[config.mk]
export PLATFORM = sky130hd
export DESIGN_NAME = ab_key_slot_record_manager_unit
export DESIGN_NICKNAME = d
export VERILOG_FILES = /design/src/hdl/abks_pkg.sv /design/src/hdl/ab_key_slot_record_manager_unit.sv
export SDC_FILE = /design/constraint.sdc
export NUM_CORES = 1
export LEC_CHECK = 0
export BUFFER_PORTS_ARGS = -buffer_cell sky130_fd_sc_hd__buf_2
export CORE_UTILIZATION = 35
export CTS_BUF_LIST = sky130_fd_sc_hd__clkbuf_2
export CTS_CLUSTER_SIZE = 25
export DETAILED_ROUTE_END_ITERATION = 10
export PLACE_DENSITY = 0.6
export SYNTH_ARGS = -nofsm -noshare
export SYNTH_HDL_FRONTEND = slang
export SYNTH_SLANG_ARGS = --single-unit
[constraint.sdc]
create_clock -name clk -period 7.3 [get_ports clk]
set_clock_uncertainty 0.15 [all_clocks]
set_input_delay 1.095 -clock clk [delete_from_list [all_inputs] [get_ports clk]]
set_output_delay 1.095 -clock clk [all_outputs]
set_load 0.1 [all_outputs]
[src/hdl/abks_pkg.sv]
// Shared types, codes and constants for the A/B key slot record manager.
// Holds the byte-wide reflected CRC-32 step used by the record parser.
// No dependencies.
package abks_pkg;

    // Default geometry of a slot record
    localparam int DEFAULT_MAX_KEY_BYTES = 32;

    // Record layout: magic byte, then four generation bytes, then key bytes
    localparam int KEY_START = 5;
    localparam int CRC_BYTES = 4;

    // Width used when comparing key lengths (width of new_key_length)
    localparam int CMP_W = 8;

    // Register reset values
    localparam logic [7:0] RECORD_MAGIC_RESET   = 8'd165;
    localparam logic [5:0] MIN_KEY_LENGTH_RESET = 6'd16;

    // Configuration register indexes
    localparam logic REG_RECORD_MAGIC   = 1'b0;
    localparam logic REG_MIN_KEY_LENGTH = 1'b1;

    // Constants of the record format
    localparam logic [31:0] CRC_POLY = 32'hEDB8_8320;
    localparam logic [31:0] ALL_ONES = 32'hFFFF_FFFF;
    localparam logic [7:0]  PAD_BYTE = 8'hFF;

    // Input actions
    localparam logic [1:0] ACT_START_SCAN = 2'd0;
    localparam logic [1:0] ACT_RECORD     = 2'd1;
    localparam logic [1:0] ACT_ROTATE     = 2'd2;
    localparam logic [1:0] ACT_WIPE       = 2'd3;

    // Result status codes
    localparam logic [1:0] ST_OK        = 2'd0;
    localparam logic [1:0] ST_EMPTY     = 2'd1;
    localparam logic [1:0] ST_BAD_INPUT = 2'd2;
    localparam logic [1:0] ST_STALE     = 2'd3;

    // Result word: fields from the highest bit down
    typedef struct packed {
        logic [5:0]  active_key_length;
        logic        live_slot;
        logic [31:0] active_generation;
        logic        active_present;
        logic        rotate_slot;
        logic [5:0]  record_key_length;
        logic [31:0] record_generation;
        logic        record_valid;
    } result_t;

    // One byte through the reflected CRC-32, LSB first
    function automatic logic [31:0] crc_byte(input logic [31:0] crc, input logic [7:0] b);
        logic [31:0] c;
        c = crc ^ {24'h0, b};
        for (int k = 0; k < 8; k++)
        begin
            c = c[0] ? ((c >> 1) ^ CRC_POLY) : (c >> 1);
        end
        return c;
    endfunction

endpackage

[src/hdl/ab_key_slot_record_manager_unit.sv]
// Top level of the A/B key slot record manager: record parser with CRC-32
// check, active slot tracking, rotate and wipe handling, APB register port.
// Depends on abks_pkg.

// The block takes one word per clock on the input stream while s_axis_tready is
// high and returns at most one result word per input word: start scan, rotate
// and wipe always return one, a record byte returns one only when it is the last
// byte of a 5 + MAX_KEY_BYTES + 4 byte record (41 bytes by default). The
// byte-wide CRC-32 step, the record field shifters and the active-slot compare
// all sit combinationally between the state registers and the result register,
// so only a full output buffer holds off the input. A two-entry output buffer
// lets input run while a result waits; s_axis_tready drops only when both
// entries are full. The record belongs to the slot given with its last byte.
// Configuration registers (record_magic at 0x0, min_key_length at 0x4) are
// written over APB and may only change while the stream is idle.
module ab_key_slot_record_manager_unit #(
    parameter int MAX_KEY_BYTES = abks_pkg::DEFAULT_MAX_KEY_BYTES
) (
    input  logic        clk,
    input  logic        rst_n,

    input  logic        s_axis_tvalid,
    output logic        s_axis_tready,
    // [7:0] record_byte, [39:8] new_generation, [47:40] new_key_length
    input  logic [47:0] s_axis_tdata,
    // [1:0] action, [2] rec_slot
    input  logic [2:0]  s_axis_tuser,

    output logic        m_axis_tvalid,
    input  logic        m_axis_tready,
    // [0] record_valid, [32:1] record_generation, [38:33] record_key_length,
    // [39] rotate_slot, [40] active_present, [72:41] active_generation,
    // [73] live_slot, [79:74] active_key_length
    output logic [79:0] m_axis_tdata,
    // [1:0] status
    output logic [1:0]  m_axis_tuser,

    input  logic        psel,
    input  logic        penable,
    input  logic        pwrite,
    input  logic [2:0]  paddr,
    input  logic [31:0] pwdata,
    output logic [31:0] prdata,
    output logic        pready
);

    localparam int CRC_START    = abks_pkg::KEY_START + MAX_KEY_BYTES;
    localparam int RECORD_BYTES = CRC_START + abks_pkg::CRC_BYTES;
    localparam int POS_W        = $clog2(RECORD_BYTES);
    localparam int LEN_W        = $clog2(MAX_KEY_BYTES + 1);
    localparam int CW           = abks_pkg::CMP_W;

    // ---------------- configuration registers ----------------
    logic [7:0] record_magic_reg;
    logic [5:0] min_key_length_reg;
    logic       cfg_write;
    logic       cfg_index;

    assign pready    = 1'b1;
    assign cfg_write = psel && penable && pwrite;
    assign cfg_index = paddr[2];

    always_ff @(posedge clk or negedge rst_n)
    begin
        if (!rst_n)
        begin
            record_magic_reg   <= abks_pkg::RECORD_MAGIC_RESET;
            min_key_length_reg <= abks_pkg::MIN_KEY_LENGTH_RESET;
        end
        else if (cfg_write)
        begin
            if (cfg_index == abks_pkg::REG_RECORD_MAGIC)
                record_magic_reg <= pwdata[7:0];
            else
                min_key_length_reg <= pwdata[5:0];
        end
    end

    always_comb
    begin
        if (cfg_index == abks_pkg::REG_RECORD_MAGIC)
            prdata = {24'h0, record_magic_reg};
        else
            prdata = {26'h0, min_key_length_reg};
    end

    // ---------------- input word fields ----------------
    logic [1:0]  action;
    logic        rec_slot;
    logic [7:0]  record_byte;
    logic [31:0] new_generation;
    logic [7:0]  new_key_length;
    logic        accept;

    assign action         = s_axis_tuser[1:0];
    assign rec_slot       = s_axis_tuser[2];
    assign record_byte    = s_axis_tdata[7:0];
    assign new_generation = s_axis_tdata[39:8];
    assign new_key_length = s_axis_tdata[47:40];
    assign accept         = s_axis_tvalid && s_axis_tready;

    // ---------------- parser and active state ----------------
    logic [31:0]      crc_reg, crc_next;
    logic [POS_W-1:0] pos_reg, pos_next;
    logic             magic_ok_reg, magic_ok_next;
    logic [31:0]      gen_shift_reg, gen_shift_next;
    logic [31:0]      crc_shift_reg, crc_shift_next;
    logic [LEN_W-1:0] last_np_reg, last_np_next;
    logic             active_reg, active_next;
    logic [31:0]      act_gen_reg, act_gen_next;
    logic [LEN_W-1:0] act_len_reg, act_len_next;
    logic             act_slot_reg, act_slot_next;

    logic             emit;
    logic [1:0]       res_status;
    logic             res_rvalid;
    logic [31:0]      res_rgen;
    logic [5:0]       res_rlen;
    logic             res_target;

    logic [31:0]      stored_crc;
    logic             rec_ok;
    logic [CW-1:0]    klen;
    logic [CW-1:0]    min_ext;
    logic [CW-1:0]    max_ext;
    logic             len_bad;

    assign stored_crc = {crc_shift_reg[23:0], record_byte};
    assign rec_ok     = magic_ok_reg && ((crc_reg ^ abks_pkg::ALL_ONES) == stored_crc);
    assign min_ext    = CW'(min_key_length_reg);
    assign max_ext    = CW'(MAX_KEY_BYTES);
    assign len_bad    = (new_key_length < min_ext) || (new_key_length > max_ext);

    // Key length: stripped length, raised to the minimum, capped at the key area
    always_comb
    begin
        klen = CW'(last_np_reg);
        if (klen < min_ext)
            klen = min_ext;
        if (klen > max_ext)
            klen = max_ext;
    end

    always_comb
    begin
        crc_next       = crc_reg;
        pos_next       = pos_reg;
        magic_ok_next  = magic_ok_reg;
        gen_shift_next = gen_shift_reg;
        crc_shift_next = crc_shift_reg;
        last_np_next   = last_np_reg;
        active_next    = active_reg;
        act_gen_next   = act_gen_reg;
        act_len_next   = act_len_reg;
        act_slot_next  = act_slot_reg;
        emit           = 1'b0;
        res_status     = abks_pkg::ST_OK;
        res_rvalid     = 1'b0;
        res_rgen       = 32'h0;
        res_rlen       = 6'h0;
        res_target     = 1'b0;

        if (accept)
        begin
            case (action)
                abks_pkg::ACT_RECORD:
                begin
                    if (pos_reg < POS_W'(CRC_START))
                        crc_next = abks_pkg::crc_byte(crc_reg, record_byte);
                    if (pos_reg == '0)
                        magic_ok_next = (record_byte == record_magic_reg);
                    else if (pos_reg < POS_W'(abks_pkg::KEY_START))
                        gen_shift_next = {gen_shift_reg[23:0], record_byte};
                    else if (pos_reg < POS_W'(CRC_START))
                    begin
                        if (record_byte != abks_pkg::PAD_BYTE)
                            last_np_next = LEN_W'(pos_reg - POS_W'(abks_pkg::KEY_START - 1));
                    end
                    else
                        crc_shift_next = stored_crc;

                    if (pos_reg != POS_W'(RECORD_BYTES - 1))
                        pos_next = pos_reg + POS_W'(1);
                    else
                    begin
                        // Record complete: report it and restart the parser
                        emit       = 1'b1;
                        res_rvalid = rec_ok;
                        res_rgen   = gen_shift_reg;
                        res_rlen   = 6'(klen);
                        if (rec_ok && (!active_reg || gen_shift_reg > act_gen_reg))
                        begin
                            active_next   = 1'b1;
                            act_gen_next  = gen_shift_reg;
                            act_len_next  = LEN_W'(klen);
                            act_slot_next = rec_slot;
                        end
                        crc_next       = abks_pkg::ALL_ONES;
                        pos_next       = '0;
                        magic_ok_next  = 1'b0;
                        gen_shift_next = 32'h0;
                        crc_shift_next = 32'h0;
                        last_np_next   = '0;
                        res_status     = (rec_ok || active_reg) ? abks_pkg::ST_OK
                                                                : abks_pkg::ST_EMPTY;
                    end
                end
                abks_pkg::ACT_ROTATE:
                begin
                    emit = 1'b1;
                    if (len_bad)
                        res_status = abks_pkg::ST_BAD_INPUT;
                    else if (active_reg && new_generation <= act_gen_reg)
                        res_status = abks_pkg::ST_STALE;
                    else
                    begin
                        res_target    = active_reg ? ~act_slot_reg : 1'b0;
                        active_next   = 1'b1;
                        act_gen_next  = new_generation;
                        act_len_next  = LEN_W'(new_key_length);
                        act_slot_next = active_reg ? ~act_slot_reg : 1'b0;
                        res_status    = abks_pkg::ST_OK;
                    end
                end
                default:
                begin
                    // Start scan and wipe: clear active state, restart parser
                    emit           = 1'b1;
                    res_status     = (action == abks_pkg::ACT_START_SCAN) ? abks_pkg::ST_EMPTY
                                                                          : abks_pkg::ST_OK;
                    active_next    = 1'b0;
                    act_gen_next   = 32'h0;
                    act_len_next   = '0;
                    act_slot_next  = 1'b0;
                    crc_next       = abks_pkg::ALL_ONES;
                    pos_next       = '0;
                    magic_ok_next  = 1'b0;
                    gen_shift_next = 32'h0;
                    crc_shift_next = 32'h0;
                    last_np_next   = '0;
                end
            endcase
        end
    end

    always_ff @(posedge clk or negedge rst_n)
    begin
        if (!rst_n)
        begin
            crc_reg       <= abks_pkg::ALL_ONES;
            pos_reg       <= '0;
            magic_ok_reg  <= 1'b0;
            gen_shift_reg <= 32'h0;
            crc_shift_reg <= 32'h0;
            last_np_reg   <= '0;
            active_reg    <= 1'b0;
            act_gen_reg   <= 32'h0;
            act_len_reg   <= '0;
            act_slot_reg  <= 1'b0;
        end
        else
        begin
            crc_reg       <= crc_next;
            pos_reg       <= pos_next;
            magic_ok_reg  <= magic_ok_next;
            gen_shift_reg <= gen_shift_next;
            crc_shift_reg <= crc_shift_next;
            last_np_reg   <= last_np_next;
            active_reg    <= active_next;
            act_gen_reg   <= act_gen_next;
            act_len_reg   <= act_len_next;
            act_slot_reg  <= act_slot_next;
        end
    end

    // ---------------- result word and output buffer ----------------
    abks_pkg::result_t res_word;

    // Active fields are already zero whenever no key is active
    always_comb
    begin
        res_word.record_valid      = res_rvalid;
        res_word.record_generation = res_rgen;
        res_word.record_key_length = res_rlen;
        res_word.rotate_slot       = res_target;
        res_word.active_present    = active_next;
        res_word.active_generation = act_gen_next;
        res_word.live_slot         = act_slot_next;
        res_word.active_key_length = 6'(act_len_next);
    end

    logic              out_valid_reg;
    abks_pkg::result_t out_data_reg;
    logic [1:0]        out_user_reg;
    logic              skid_valid_reg;
    abks_pkg::result_t skid_data_reg;
    logic [1:0]        skid_user_reg;
    logic              out_load;
    logic              res_valid;

    assign res_valid     = accept && emit;
    assign out_load      = !out_valid_reg || m_axis_tready;
    assign s_axis_tready = !skid_valid_reg;
    assign m_axis_tvalid = out_valid_reg;
    assign m_axis_tdata  = out_data_reg;
    assign m_axis_tuser  = out_user_reg;

    always_ff @(posedge clk or negedge rst_n)
    begin
        if (!rst_n)
        begin
            out_valid_reg  <= 1'b0;
            skid_valid_reg <= 1'b0;
        end
        else if (out_load)
        begin
            // Drain the skid entry first; input is held off while it is full
            if (skid_valid_reg)
            begin
                out_valid_reg  <= 1'b1;
                skid_valid_reg <= 1'b0;
            end
            else
                out_valid_reg <= res_valid;
        end
        else if (res_valid)
            skid_valid_reg <= 1'b1;
    end

    always_ff @(posedge clk)
    begin
        if (out_load)
        begin
            if (skid_valid_reg)
            begin
                out_data_reg <= skid_data_reg;
                out_user_reg <= skid_user_reg;
            end
            else if (res_valid)
            begin
                out_data_reg <= res_word;
                out_user_reg <= res_status;
            end
        end
        else if (res_valid)
        begin
            skid_data_reg <= res_word;
            skid_user_reg <= res_status;
        end
    end

endmodule
=== After elaboration in Yosys (flattened, before gate mapping) ===
Index checks and enable logic that the tools add are counted.

* Bits of input ports: 93
* Word-level logic and storage cells: 186
* Register bits: 321
* Output and inout port bits: 117

* Bitwise gates (word level): 14
* Add/subtract/negate cells: 2
* $lt $le $gt $ge: 8
* Reduce and logical (&&, ||, !) cells: 28
* Equal/unequal tests: 13
* Muxes and demuxes: 89

{| class="wikitable"
|+ Operators by type and width
! cell !! count
|-
| 2-to-1 mux 32 bit || 21
|-
| case mux 32 bit (2 select lines) || 3
|-
| 2-to-1 mux 80 bit || 2
|-
| inverter 13 -> 14 bit || 8
|-
| 2-to-1 mux 24 bit || 4
|-
| 2-to-1 mux 6 bit || 16
|-
| case mux 24 bit (2 select lines) || 1
|-
| case mux 6 bit (2 select lines) || 3
|-
| == test 32 bit || 1
|-
| greater-than comparator 32 bit || 1
|-
| <= comparator 32 bit || 1
|-
| inverter 32 bit || 1
|-
| XOR 32 x 8 -> 32 bit || 1
|-
| 2-to-1 mux 1 bit || 29
|-
| != test 3 bit, second input constant || 7
|-
| greater-than comparator 8 x 6 -> 1 bit, second input constant || 2
|-
| 2-to-1 mux 2 bit || 5
|-
| AND reduction 2 bit || 5
|-
| == test 8 bit || 1
|-
| less-than comparator 8 x 6 -> 1 bit || 1
|-
| 2-to-1 mux 8 bit || 1
|-
| != test 8 bit, second input constant || 1
|-
| logical AND 1 bit || 7
|-
| adder 6 x 1 -> 6 bit, second input constant || 1
|-
| 19 further kinds || 31
|}

=== Depth between registers and ports, before layout ===
Gate-level depths: netlist of the first run.

* Word-level depth: 20
* Gate-level depth with buffers: 12
* Depth with buffers taken out: 10

=== Worst setup path before layout of the first run ===
No wires, ideal clock.

* Path type: input to register
* Start point: input port s_axis_tuser[1]
* End point: register skid_data_reg[0] (netlist name) (enable)
* Required time: 6.528 ns
* Cell stages on the path: 6
* Buffers on the path: 2
* Arrival: 7.549 ns
* Library setup time: 0.622 ns
* Setup slack: -1.021 ns
* Cells stage by stage: inv_1 ha_1 and2_1 clkbuf_1 clkbuf_1 nor3_1

* Cells in the longest elaborated chain, start to end: 5

{| class="wikitable"
|+ Ends and longest elaborated chain
! item !! RTL line !! RTL
|-
| start: declaration || ab_key_slot_record_manager_unit.sv:27 || <nowiki>input logic [2:0] s_axis_tuser,</nowiki>
|-
| == test 2 x 1 -> 1 bit || ab_key_slot_record_manager_unit.sv:165 || <nowiki>case (action)</nowiki>
|-
| 2-to-1 mux 1 bit || ab_key_slot_record_manager_unit.sv:165 ||
|-
| 2-to-1 mux 1 bit || ab_key_slot_record_manager_unit.sv:163 || <nowiki>if (accept)</nowiki>
|-
| logical AND 1 bit || ab_key_slot_record_manager_unit.sv:301 || <nowiki>assign res_valid = accept && emit;</nowiki>
|-
| AND reduction 2 bit (no line) || n/a ||
|-
| end signal: assignment || ab_key_slot_record_manager_unit.sv:347 || <nowiki>skid_data_reg <= res_word;</nowiki>
|-
| end: declaration || ab_key_slot_record_manager_unit.sv:296 || <nowiki>abks_pkg::result_t skid_data_reg;</nowiki>
|}

Every way passes these cells.
A chain may end at the register's enable or synchronous reset.

=== Worst setup path after layout of the first run ===
* Start point: register act_gen_reg[31]
* End point: register skid_data_reg[71] (netlist name), data pin

* Cells in the longest elaborated chain, start to end: 7
* Elaborated cells between the ends (all ways): 11
* Classes of those cells: order compare (2); mux (6); reduce/logical (3)

{| class="wikitable"
|+ Ends and longest elaborated chain
! item !! RTL line !! RTL
|-
| start: declaration || ab_key_slot_record_manager_unit.sv:110 || <nowiki>logic [31:0] act_gen_reg, act_gen_next;</nowiki>
|-
| start signal: assignment || ab_key_slot_record_manager_unit.sv:270 || <nowiki>act_gen_reg <= act_gen_next;</nowiki>
|-
| greater-than comparator 32 bit || ab_key_slot_record_manager_unit.sv:191 || <nowiki>if (rec_ok && (!active_reg || gen_shift_reg > act_gen_reg))</nowiki>
|-
| logical OR 1 bit || ab_key_slot_record_manager_unit.sv:191 ||
|-
| logical AND 1 bit || ab_key_slot_record_manager_unit.sv:191 ||
|-
| 2-to-1 mux 32 bit || ab_key_slot_record_manager_unit.sv:191 ||
|-
| 2-to-1 mux 32 bit || ab_key_slot_record_manager_unit.sv:182 || <nowiki>if (pos_reg != POS_W'(RECORD_BYTES - 1))</nowiki>
|-
| case mux 32 bit (2 select lines) * || ab_key_slot_record_manager_unit.sv:165 ||
|-
| 2-to-1 mux 32 bit * || ab_key_slot_record_manager_unit.sv:163 ||
|-
| named net act_gen_next[30] || ab_key_slot_record_manager_unit.sv:110 ||
|}

The timed path passes the listed nets; every way through them passes the cells marked *.

==> impl_metrics.json, run 1 <==
{
  "cts_sinks": 321,
  "final_area_um2": 19700,
  "grt_overflow": 0,
  "rows": 81,
  "rr_worst_depth": 10,
  "finalSetupViolCount": 0,
  "regToRegEndpoint": "skid_data_reg[71]$_DFFE_PP_",
  "cts_max_level": 3,
  "dpl_cell_area_um2": 18900,
  "start_kind": "flop",
  "worst_slew_pin_slew_ns": 1.19,
  "netlist_area_um2": 17600,
  "hold_path_depth": 2,
  "start_util_pct": 35.7,
  "hold_buffers": 1,
  "outcome": "finished clean",
  "cts_tree": "yes",
  "io_buffers": 158,
  "cp.required_ns": 7.89,
  "p_int_mw": 3.23,
  "drc": 0,
  "slew_headroom_pct": 20.1,
  "r2r-start": "act_gen_reg[31]$_DFF_PN0_",
  "synth_area_per_cell_um2": 11.3,
  "grt_setup_unrepaired": "false",
  "tns_ns": 0,
  "ys_seq_area_share_pct": 50.7,
  "synth_top_cell_area_share_pct": 28.1,
  "maxCapViolations": 0,
  "routabilityCongestion": 0.843,
  "clock_latency_ns": 1.09,
  "clock_power_share_pct": 24.7,
  "dieWidth_um": 226,
  "multi_input_area_um2": 8000,
  "final_cell_count_no_fill": 2483,
  "reg2reg_slack_ns": 2.68,
  "final_hold_viol_count": 0,
  "grt_max_degree": 95,
  "vias": 12756,
  "path_clk_slew_ns": 0.12,
  "postRouteAntennaNets": 0,
  "hold_path.class": "primary input to flop",
  "hold_end": "record_magic_reg[6]$_DFFE_PN0P_",
  "synth_edf_count": 164,
  "netlist_instances": 1553,
  "area_growth_pct": 12.3,
  "leakagePower_nw": 8.60,
  "worstSetupPathType": "flop to flop",
  "fmax_ghz": 0.217,
  "vias_per_cell": 5.14,
  "min_period_ns": 4.62,
  "cts_resized": 0,
  "hpwl_um": 31900,
  "power_frac_seq_pct": 42.8,
  "cts-buffers-inserted": 90,
  "antenna_found_initial": 4,
  "switching_power_mw": 2.13,
  "wl_per_cell_um": 19.1,
  "die_h_um": 226,
  "post-place-cells": 2309,
  "clockBufferDepth": 3,
  "p_comb_share_pct": 32.5,
  "clockRootBuffer": "clkbuf_2",
  "track_usage_pct": 18.8,
  "drt_wl_total_um": 47300,
  "grt_pass1_wl_um": 73700,
  "boundaryPins": 210,
  "irDropWorstVdd_v": 0.000160,
  "core_um2": 49200,
  "synthFlopType": "edfxtp_1",
  "switching_share_pct": 39.7,
  "postCtsSetupBuffers": 0,
  "powerDensity_nw_per_um2": 272,
  "first_iter_violations": 889,
  "die_area_um2": 51000,
  "arrival_ns": 5.21,
  "layout-drive-gt1-share_pct": 27.0,
  "crit_path_start": "act_gen_reg[31]$_DFF_PN0_",
  "critical_path.max_fanout": 26,
  "synth_area_leader_cell": "edfxtp_1",
  "ys_ff_latch": 321,
  "area.sequential_um2": 8900,
  "async_reset_ff_share_pct": 48.9,
  "nNetsFinal": 1918,
  "synthTopCellsByArea": "edfxtp_1 28%, dfrtp_1 17%, ha_1 6.2%",
  "fin_crit_sh_pct": 63.2,
  "grt_pass1_vias": 12853,
  "slew_violations": 0,
  "critPathCaptureType": "flop",
  "ys.warnings.count": 0,
  "hp-start": "pwdata[6]",
  "synthDistinctLibCells": 73,
  "fillers": 4845,
  "dr.pass1.iters": 5
}
metrics by stage:
stage / total power [mW] / util [%] / hold WS [ns] / setup slack [ns]
floorplan: 3.69 / - / 0.317 / 1.36
global placement: 4.04 / 38.4 / 0.339 / 2.09
detailed placement: 4.07 / 38.4 / 0.347 / 2.03
CTS: 5.41 / 40.1 / 0.0705 / 2.73
global route: 5.65 / 40.1 / 0.0421 / 2.49
finish: 5.35 / 40.1 / 0.172 / 2.68
area by class of cell:
class | instances | share of cell area, %
inverters | 53 | 1.01
multi-input cells | 1097 | 40.6
clock buffers | 146 | 3.71
well taps | 664 | 4.22
flip-flops and latches | 321 | 45.2
repair buffers | 175 | 4.71
clock inverters | 22 | 0.483
diodes | 5 | 0.0635
power groups by stage:
stage / combinational [mW] / sequential, mW / clock, mW
floorplan: 1.16 / 2.53 / 0
global placement: 1.72 / 2.32 / 0
detailed placement: 1.74 / 2.33 / 0
CTS: 1.75 / 2.29 / 1.37
global route: 1.88 / 2.31 / 1.47
finish: 1.74 / 2.29 / 1.32
cells in the final DEF (no fill, tap or decap), types with 56 or more instances in the layout:
cell type / instances
buf_2: 157
clkbuf_2: 146
o21ai_0: 82
a21oi_1: 66
nor2_1: 60
edfxtp_1: 164
xnor2_1: 56
dfrtp_1: 119
ha_1: 87
nand2_1: 206
cells in the mapped netlist, types with 4 or more instances:
cell type  count
mux2i_1       43
a21o_1        46
nand2_1      206
xnor2_1       56
nand4_1       24
o211ai_2      27
buf_4         25
o21ai_0       83
ha_1          87
mux2_2        28
o221ai_2      13
dfstp_2       37
nor4_1         4
o211ai_1      20
nor2b_1       10
buf_6          6
and3_1         6
nor3_1        21
clkbuf_1      65
a21oi_1       67
o221ai_1      21
xor2_2         4
o31ai_1       11
a211oi_1       6
nand2b_1       7
and2_1        36
nor2_1        61
dfrtp_1      120
xor2_1        48
inv_1         53
mux2_4        28
nand3_1       22
edfxtp_1     164
a22oi_1       32
how the worst max path moves through the flow:
stage	endpoint	slack, ns	depth (start not counted)
5_1_grt	skid_data_reg[68]$_DFFE_PP_	2.49	10
3_3_place_gp	skid_data_reg[68]$_DFFE_PP_	2.09	10
4_1_cts	skid_data_reg[70]$_DFFE_PP_	2.73	10
3_5_place_dp	skid_data_reg[71]$_DFFE_PP_	2.03	10
2_1_floorplan	m_axis_tdata[0]$_DFFE_PP_	1.36	5
6_report	skid_data_reg[71]$_DFFE_PP_	2.68	10
critical path: stages (launching register included):
cell and delay [ns]:
dfrtp_1 0.40, inv_1 0.10, ha_1 0.31, nand4_1 0.19, nor4_1 0.75, and3_1 0.34, a211o_1 0.15, a31o_2 0.87
buf_4 0.47, mux2i_1 0.32, o221ai_1 0.18
logic make-up (layout without fill, tap and decap cells):
kind of cell,count (synthesis),count (layout),synth area share [%]
and+or+nand+nor,423,423,11.6
AOI/OAI and AO/OA,354,354,14.6
DFF,321,321,50.7
buffers and inverters,158,396,4.57
xor gates and xnor gates,109,109,5.65
muxes,99,99,6.64
adders and majority gates,87,87,6.20
other,2,30,0.0428
per-layer routing:
metal	vias to the layer above	global-route usage [%]	part of all wire (%)
met5	-	0	0.049
met4	4	5.44	1.9
met3	74	4.28	5.5
met2	355	30.6	48
met1	6288	24.9	45
li1	6035	-	-
Power figures use the tool's default switching activity.
==> run 2: changes to the inputs <==
--- a/config.mk
+++ b/config.mk
@@ -5,6 +5,7 @@
 export SDC_FILE = /design/constraint.sdc
 export NUM_CORES = 1
 export LEC_CHECK = 0
+export ABC_AREA = 1
 export BUFFER_PORTS_ARGS = -buffer_cell sky130_fd_sc_hd__buf_2
 export CORE_UTILIZATION = 35
 export CTS_BUF_LIST = sky130_fd_sc_hd__clkbuf_2
==> constraint.sdc (replaced) <==
create_clock -name clk -period 4.1 [get_ports clk]
set_clock_uncertainty 0.15 [all_clocks]
set_input_delay 0.615 -clock clk [delete_from_list [all_inputs] [get_ports clk]]
set_output_delay 0.615 -clock clk [all_outputs]
set_load 0.1 [all_outputs]
==> impl_metrics.json, run 2 <==
{
  "ys.warnings.count": 0,
  "maxCapViolations": 0,
  "max_stage_delay_ns": 0.57,
  "worst_slew_pin_slew_ns": 1.07,
  "grt_pass1_wl_um": 77100,
  "crit_cells": 16,
  "dieWidth_um": 227,
  "synth-simple-area-share_pct": 23.2,
  "core_um2": 50100,
  "arrival_ns": 4.56,
  "synthTopCellsByArea": "edfxtp_1 28%, dfrtp_1 17%, nand2_1 13%",
  "slew_violations": 0,
  "crit_path_cell_trace": "xor2_2, ha_1, nand2_1, nor4_1, nand2_1, nor2_1, nand2_1, nor2_4, nand2_2, buf_4, nand2_1, nand3_1, nand2_1, nand2_1, nand2_1, dlygate4sd3_1",
  "fmax_ghz": 0.271,
  "layout-drive-gt1-share_pct": 17.6,
  "start_util_pct": 35.4,
  "ys_seq_area_share_pct": 50.2,
  "io_buffers": 158,
  "synth_top_cell_area_share_pct": 27.8,
  "clock_latency_ns": 1.07,
  "layout_common_cells": "592 x nand2_1, 237 x nand3_1, 227 x inv_1",
  "final_cell_count_no_fill": 3070,
  "drc": 0,
  "die_h_um": 227,
  "final_common_cell": "nand2_1",
  "grt_overflow": 0,
  "crit_path_start": "crc_reg[3]$_DFFE_PN1P_",
  "dpl_cell_area_um2": 19200,
  "worst-path-buf-inv": 2,
  "netlist_area_um2": 17700,
  "synth_top_family_by_area": "simple AND/OR/NAND/NOR gates",
  "synth_adder_area_share_pct": 6.14,
  "hold_path.class": "primary input to flop",
  "fillers": 5098,
  "worstSetupPathType": "flop to flop",
  "synth_area_leader_cell": "edfxtp_1",
  "pre_cts_ws_ns": 0.331,
  "crit_path_frequent_cell": "nand2_1",
  "critPathCapture": "act_gen_reg[19]$_DFF_PN0_",
  "yosys-mux-area-fraction_pct": 0.508,
  "grt_max_degree": 83,
  "drt_wl_total_um": 48800,
  "r2r-start": "crc_reg[3]$_DFFE_PN1P_",
  "hpwl_um": 33500,
  "synthFlopType": "edfxtp_1",
  "grt_setup_unrepaired": "false",
  "leakagePower_nw": 10.1,
  "rows": 82,
  "first_iter_violations": 1097,
  "dr.pass1.iters": 8,
  "synth_most_common_cell": "nand2_1",
  "grt_pass1_vias": 14339,
  "cp.required_ns": 4.96,
  "synth_xor_area_share_pct": 5.48,
  "antenna_found_initial": 2,
  "powerDensity_nw_per_um2": 460,
  "boundaryPins": 210,
  "clockRootBuffer": "clkbuf_2",
  "netlist_instances": 2061,
  "async_reset_ff_share_pct": 48.9,
  "tns_ns": 0,
  "crit_family": "simple AND/OR/NAND/NOR gates",
  "cts_sinks": 321,
  "critical_path.max_fanout": 39,
  "netlist_top_cells_count": "592 x nand2_1, 238 x nand3_1, 227 x inv_1, 164 x edfxtp_1, 124 x o21ai_0",
  "nNetsFinal": 2502,
  "die_area_um2": 51500,
  "cts_max_level": 3,
  "finalSetupViolCount": 0,
  "synth_compound_area_share_pct": 6.31,
  "synthDistinctLibCells": 47,
  "vias_per_cell": 4.82,
  "irDropWorstVdd_v": 0.000242,
  "finalCoreUtilization_pct": 41.8,
  "path_clk_slew_ns": 0.11,
  "regToRegEndpoint": "act_gen_reg[19]$_DFF_PN0_",
  "final_hold_viol_count": 0,
  "area_growth_pct": 17.9,
  "final.setup.worst_slack_ns": 0.403,
  "cts-buffers-inserted": 89,
  "synth_edf_count": 164,
  "track_usage_pct": 19.3,
  "ys_ff_latch": 321,
  "outcome": "finished clean",
  "vias": 14810,
  "fin_hold_ws_ns": 0.133,
  "fin_crit_sh_pct": 90.2,
  "postRouteAntennaNets": 0,
  "synth_area_per_cell_um2": 8.60,
  "clockBufferDepth": 3,
  "cpMaxStageDelayCell": "dfstp_2",
  "reg2reg_slack_ns": 0.40,
  "start_kind": "flop",
  "critPathCaptureType": "flop",
  "routabilityCongestion": 0.923,
  "min_period_ns": 3.70,
  "p_total_mw": 9.62,
  "wl_per_cell_um": 15.9,
  "rr_worst_depth": 16,
  "slew_headroom_pct": 28.6,
  "final_area_um2": 20900,
  "post-place-cells": 2832,
  "cts_tree": "yes"
}
run 2: cell type report:
| type | count | area [um2] | share of cell area (%) |
|---|---|---|---|
| sequential | 321 | 8900 | 42.6 |
| multi-input combinational | 1415 | 7520 | 36.0 |
| timing repair buffer | 262 | 1780 | 8.52 |
| inverter | 233 | 875 | 4.18 |
| tap | 672 | 841 | 4.02 |
| clock buffer | 140 | 701 | 3.35 |
| clock inverter | 26 | 282 | 1.35 |
| antenna | 1 | 2.50 | 0.0120 |
run 2: what timing repair did:
action                    4_1_cts  5_1_grt
gates resized for setup         0        0
setup buffers                   0        0
hold endpoints to repair      264        0
hold buffers                   71        0
run 2: where the power goes:
part	switching, mW	total (mW)	internal (mW)
clock	1.44	2.74	1.30
combinational	2.12	2.95	0.826
sequential	0.194	3.93	3.74
total	3.76	9.62	5.86
run 2: worst min path at each step:
stage | startpoint | endpoint | slack, ns | cells after the start
floorplan | rst_n | act_gen_reg[0]$_DFF_PN0_ | 0.17 | 0
global placement | min_key_length_reg[1]$_DFFE_PN0P_ | min_key_length_reg[1]$_DFFE_PN0P_ | 0.32 | 2
detailed placement | min_key_length_reg[1]$_DFFE_PN0P_ | min_key_length_reg[1]$_DFFE_PN0P_ | 0.33 | 2
CTS | penable | min_key_length_reg[4]$_DFFE_PN1P_ | 0.02 | 5
global route | penable | min_key_length_reg[3]$_DFFE_PN0P_ | 0.15 | 4
finish | penable | min_key_length_reg[4]$_DFFE_PN1P_ | 0.13 | 5
run 2: routing by layer:
layer	GRT usage [%]	share of wire, %	routed length (um)	up-vias
li1	-	-	-	7258
met1	24.9	44	21600	7019
met2	32.0	48	23400	443
met3	3.61	5.5	2680	88
met4	7.69	2.3	1140	2
met5	0	0.027	13	-
run 2: kinds of logic after synthesis:
kind of cell | Yosys count
DFF | 321
and+or+nand+nor | 984
AOI/OAI and AO/OA | 209
adders and majority gates | 87
muxes | 8
xor gates and xnor gates | 102
buffers and inverters | 348
other | 2
run 2: worst register-to-register path, delay by kind of cell, from the launching register on:
kind          cells  cell delay, ns
xor+xnor          1            0.38
buf+inv           2            0.83
fa+ha+maj         1            0.29
flops             1            0.57
simple gates     12            1.49
==> run 3: changes to the inputs <==
--- a/config.mk
+++ b/config.mk
@@ -7,11 +7,11 @@
 export LEC_CHECK = 0
 export ABC_AREA = 1
 export BUFFER_PORTS_ARGS = -buffer_cell sky130_fd_sc_hd__buf_2
-export CORE_UTILIZATION = 35
+export CORE_UTILIZATION = 30
 export CTS_BUF_LIST = sky130_fd_sc_hd__clkbuf_2
 export CTS_CLUSTER_SIZE = 25
 export DETAILED_ROUTE_END_ITERATION = 10
-export PLACE_DENSITY = 0.6
+export PLACE_DENSITY = 0.54
 export SYNTH_ARGS = -nofsm -noshare
 export SYNTH_HDL_FRONTEND = slang
 export SYNTH_SLANG_ARGS = --single-unit
==> impl_metrics.json, run 3 (synthesized netlist as in run 2, its figures left out) <==
{
  "grt_pass1_wl_um": 79300,
  "drc": 0,
  "min_period_ns": 3.54,
  "cpMaxStageDelayCell": "dfstp_2",
  "fin_hold_ws_ns": 0.221,
  "drt_wl_total_um": 50400,
  "rows": 88,
  "die_area_um2": 60100,
  "hold_path.class": "primary input to flop",
  "p_int_mw": 5.55,
  "io_buffers": 158,
  "cp.required_ns": 4.77,
  "area_growth_pct": 18.1,
  "first_iter_violations": 904,
  "nNetsFinal": 2502,
  "die_h_um": 245,
  "cts-buffers-inserted": 88,
  "powerDensity_nw_per_um2": 443,
  "clockBufferDepth": 3,
  "layout_common_cells": "592 x nand2_1, 237 x nand3_1, 227 x inv_1",
  "switching_share_pct": 40.1,
  "boundaryPins": 210,
  "layout-drive-gt1-share_pct": 17.4,
  "clock_latency_ns": 1.05,
  "slew_headroom_pct": 36.8,
  "vias_per_cell": 4.64,
  "critPathCaptureType": "flop",
  "vias": 14675,
  "start_util_pct": 30.5,
  "worst_slew_pin_slew_ns": 0.947,
  "power_frac_seq_pct": 42.5,
  "leakagePower_nw": 10.0,
  "reg2reg_slack_ns": 0.56,
  "p_comb_share_pct": 31.9,
  "irDropWorstVdd_v": 0.000238,
  "fmax_ghz": 0.282,
  "cts_max_level": 3,
  "finalSetupViolCount": 0,
  "antenna_found_initial": 1,
  "grt_pass1_vias": 14590,
  "final_hold_viol_count": 0,
  "routabilityCongestion": 0.871,
  "crit_path_frequent_cell": "nand2_1",
  "start_kind": "flop",
  "critical_path.max_fanout": 39,
  "slew_violations": 0,
  "tns_ns": 0,
  "wl_per_cell_um": 15.9,
  "max_stage_delay_ns": 0.54,
  "core_um2": 58000,
  "postRouteAntennaNets": 0,
  "switching_power_mw": 3.71,
  "dr.pass1.iters": 5,
  "grt_setup_unrepaired": "false",
  "grt_max_degree": 83,
  "grt_overflow": 0,
  "path_clk_slew_ns": 0.10,
  "maxCapViolations": 0,
  "fin_crit_sh_pct": 86.4,
  "final_common_cell": "nand2_1",
  "arrival_ns": 4.21,
  "clock_power_share_pct": 25.6,
  "clockRootBuffer": "clkbuf_2",
  "dieWidth_um": 245,
  "cts_tree": "yes",
  "track_usage_pct": 16.8,
  "outcome": "finished clean",
  "p_total_mw": 9.26,
  "cts_sinks": 321,
  "hpwl_um": 34700,
  "crit_path_cell_trace": "inv_1, nand2_1, nand2_1, inv_1, ha_1, nand2_1, nor4_1, nand2_1, nor2_1, nand2_1, nor2_4, nand2_2, buf_4, nand2_1, nand3_1, nand2_1, nand2_1, nand2_1, nand2_1, nand2_1",
  "worstSetupPathType": "flop to flop"
}
[run 3: layout make-up]
cell class | count | area (um2)
fillers | 6026 | 37100
well taps | 765 | 957
clock inverters | 23 | 125
multi-input cells | 1415 | 7520
inverters | 233 | 875
diodes | 1 | 2.50
flip-flops and latches | 321 | 8900
repair buffers | 263 | 1840
clock buffers | 141 | 706
[run 3: through the flow]
stage	worst slack, ns	util (%)	instances	area, um2
after floorplan	0.239	-	2084	17800
after global placement	0.380	33.4	2926	19400
after detailed placement	0.349	33.4	2926	19400
after CTS	0.533	36.1	3161	20900
after global routing	0.131	36.1	3162	20900
final	0.559	36.1	3162	20900
[run 3: critical path, delay by kind of cell, from the launching register on]
kind | cells | cell delay (ns)
adder cells (fa/ha/maj) | 1 | 0.19
buffers and inverters | 3 | 0.53
flip-flops | 1 | 0.54
AND/OR/NAND/NOR | 16 | 1.92
[run 3: power by group through the flow]
stage | logic (mW) | registers, mW | clock network, mW
6_report | 2.95 | 3.93 | 2.37
5_1_grt | 3.22 | 3.97 | 2.64
4_1_cts | 2.98 | 3.94 | 2.48
3_5_place_dp | 2.91 | 4.00 | 0
3_3_place_gp | 2.89 | 4.00 | 0
2_1_floorplan | 1.69 | 4.53 | 0
[run 3: final timing paths]
check | start | endpoint | cells after the start
max | crc_reg[4]$_DFFE_PN1P_ | m_axis_tdata[43]$_DFFE_PP_ | 20
min | psel | record_magic_reg[0]$_DFFE_PN1P_ | 5
max reg2reg | crc_reg[4]$_DFFE_PN1P_ | m_axis_tdata[43]$_DFFE_PP_ | 20
min reg2reg | skid_data_reg[79]$_DFFE_PP_ | m_axis_tdata[79]$_DFFE_PP_ | 2
max in group asynchronous | rst_n | gen_shift_reg[9]$_DFFE_PN0P_ | 4
min in group asynchronous | rst_n | act_gen_reg[3]$_DFF_PN0_ | 3
[run 3: what timing repair did]
item | CTS | global route
buffers inserted | 0 | 0
gates resized for setup | 0 | 0
hold endpoints to repair | 228 | 0
hold buffers | 71 | 0
[run 3: metal layers]
metal  wire length (um)  track usage, %  up-vias
met2              24200            28.2      423
met5                  0               0        -
li1                   -               -     7240
met1              22200            21.5     6941
met3               3070            3.41       71
met4                912            5.88        0
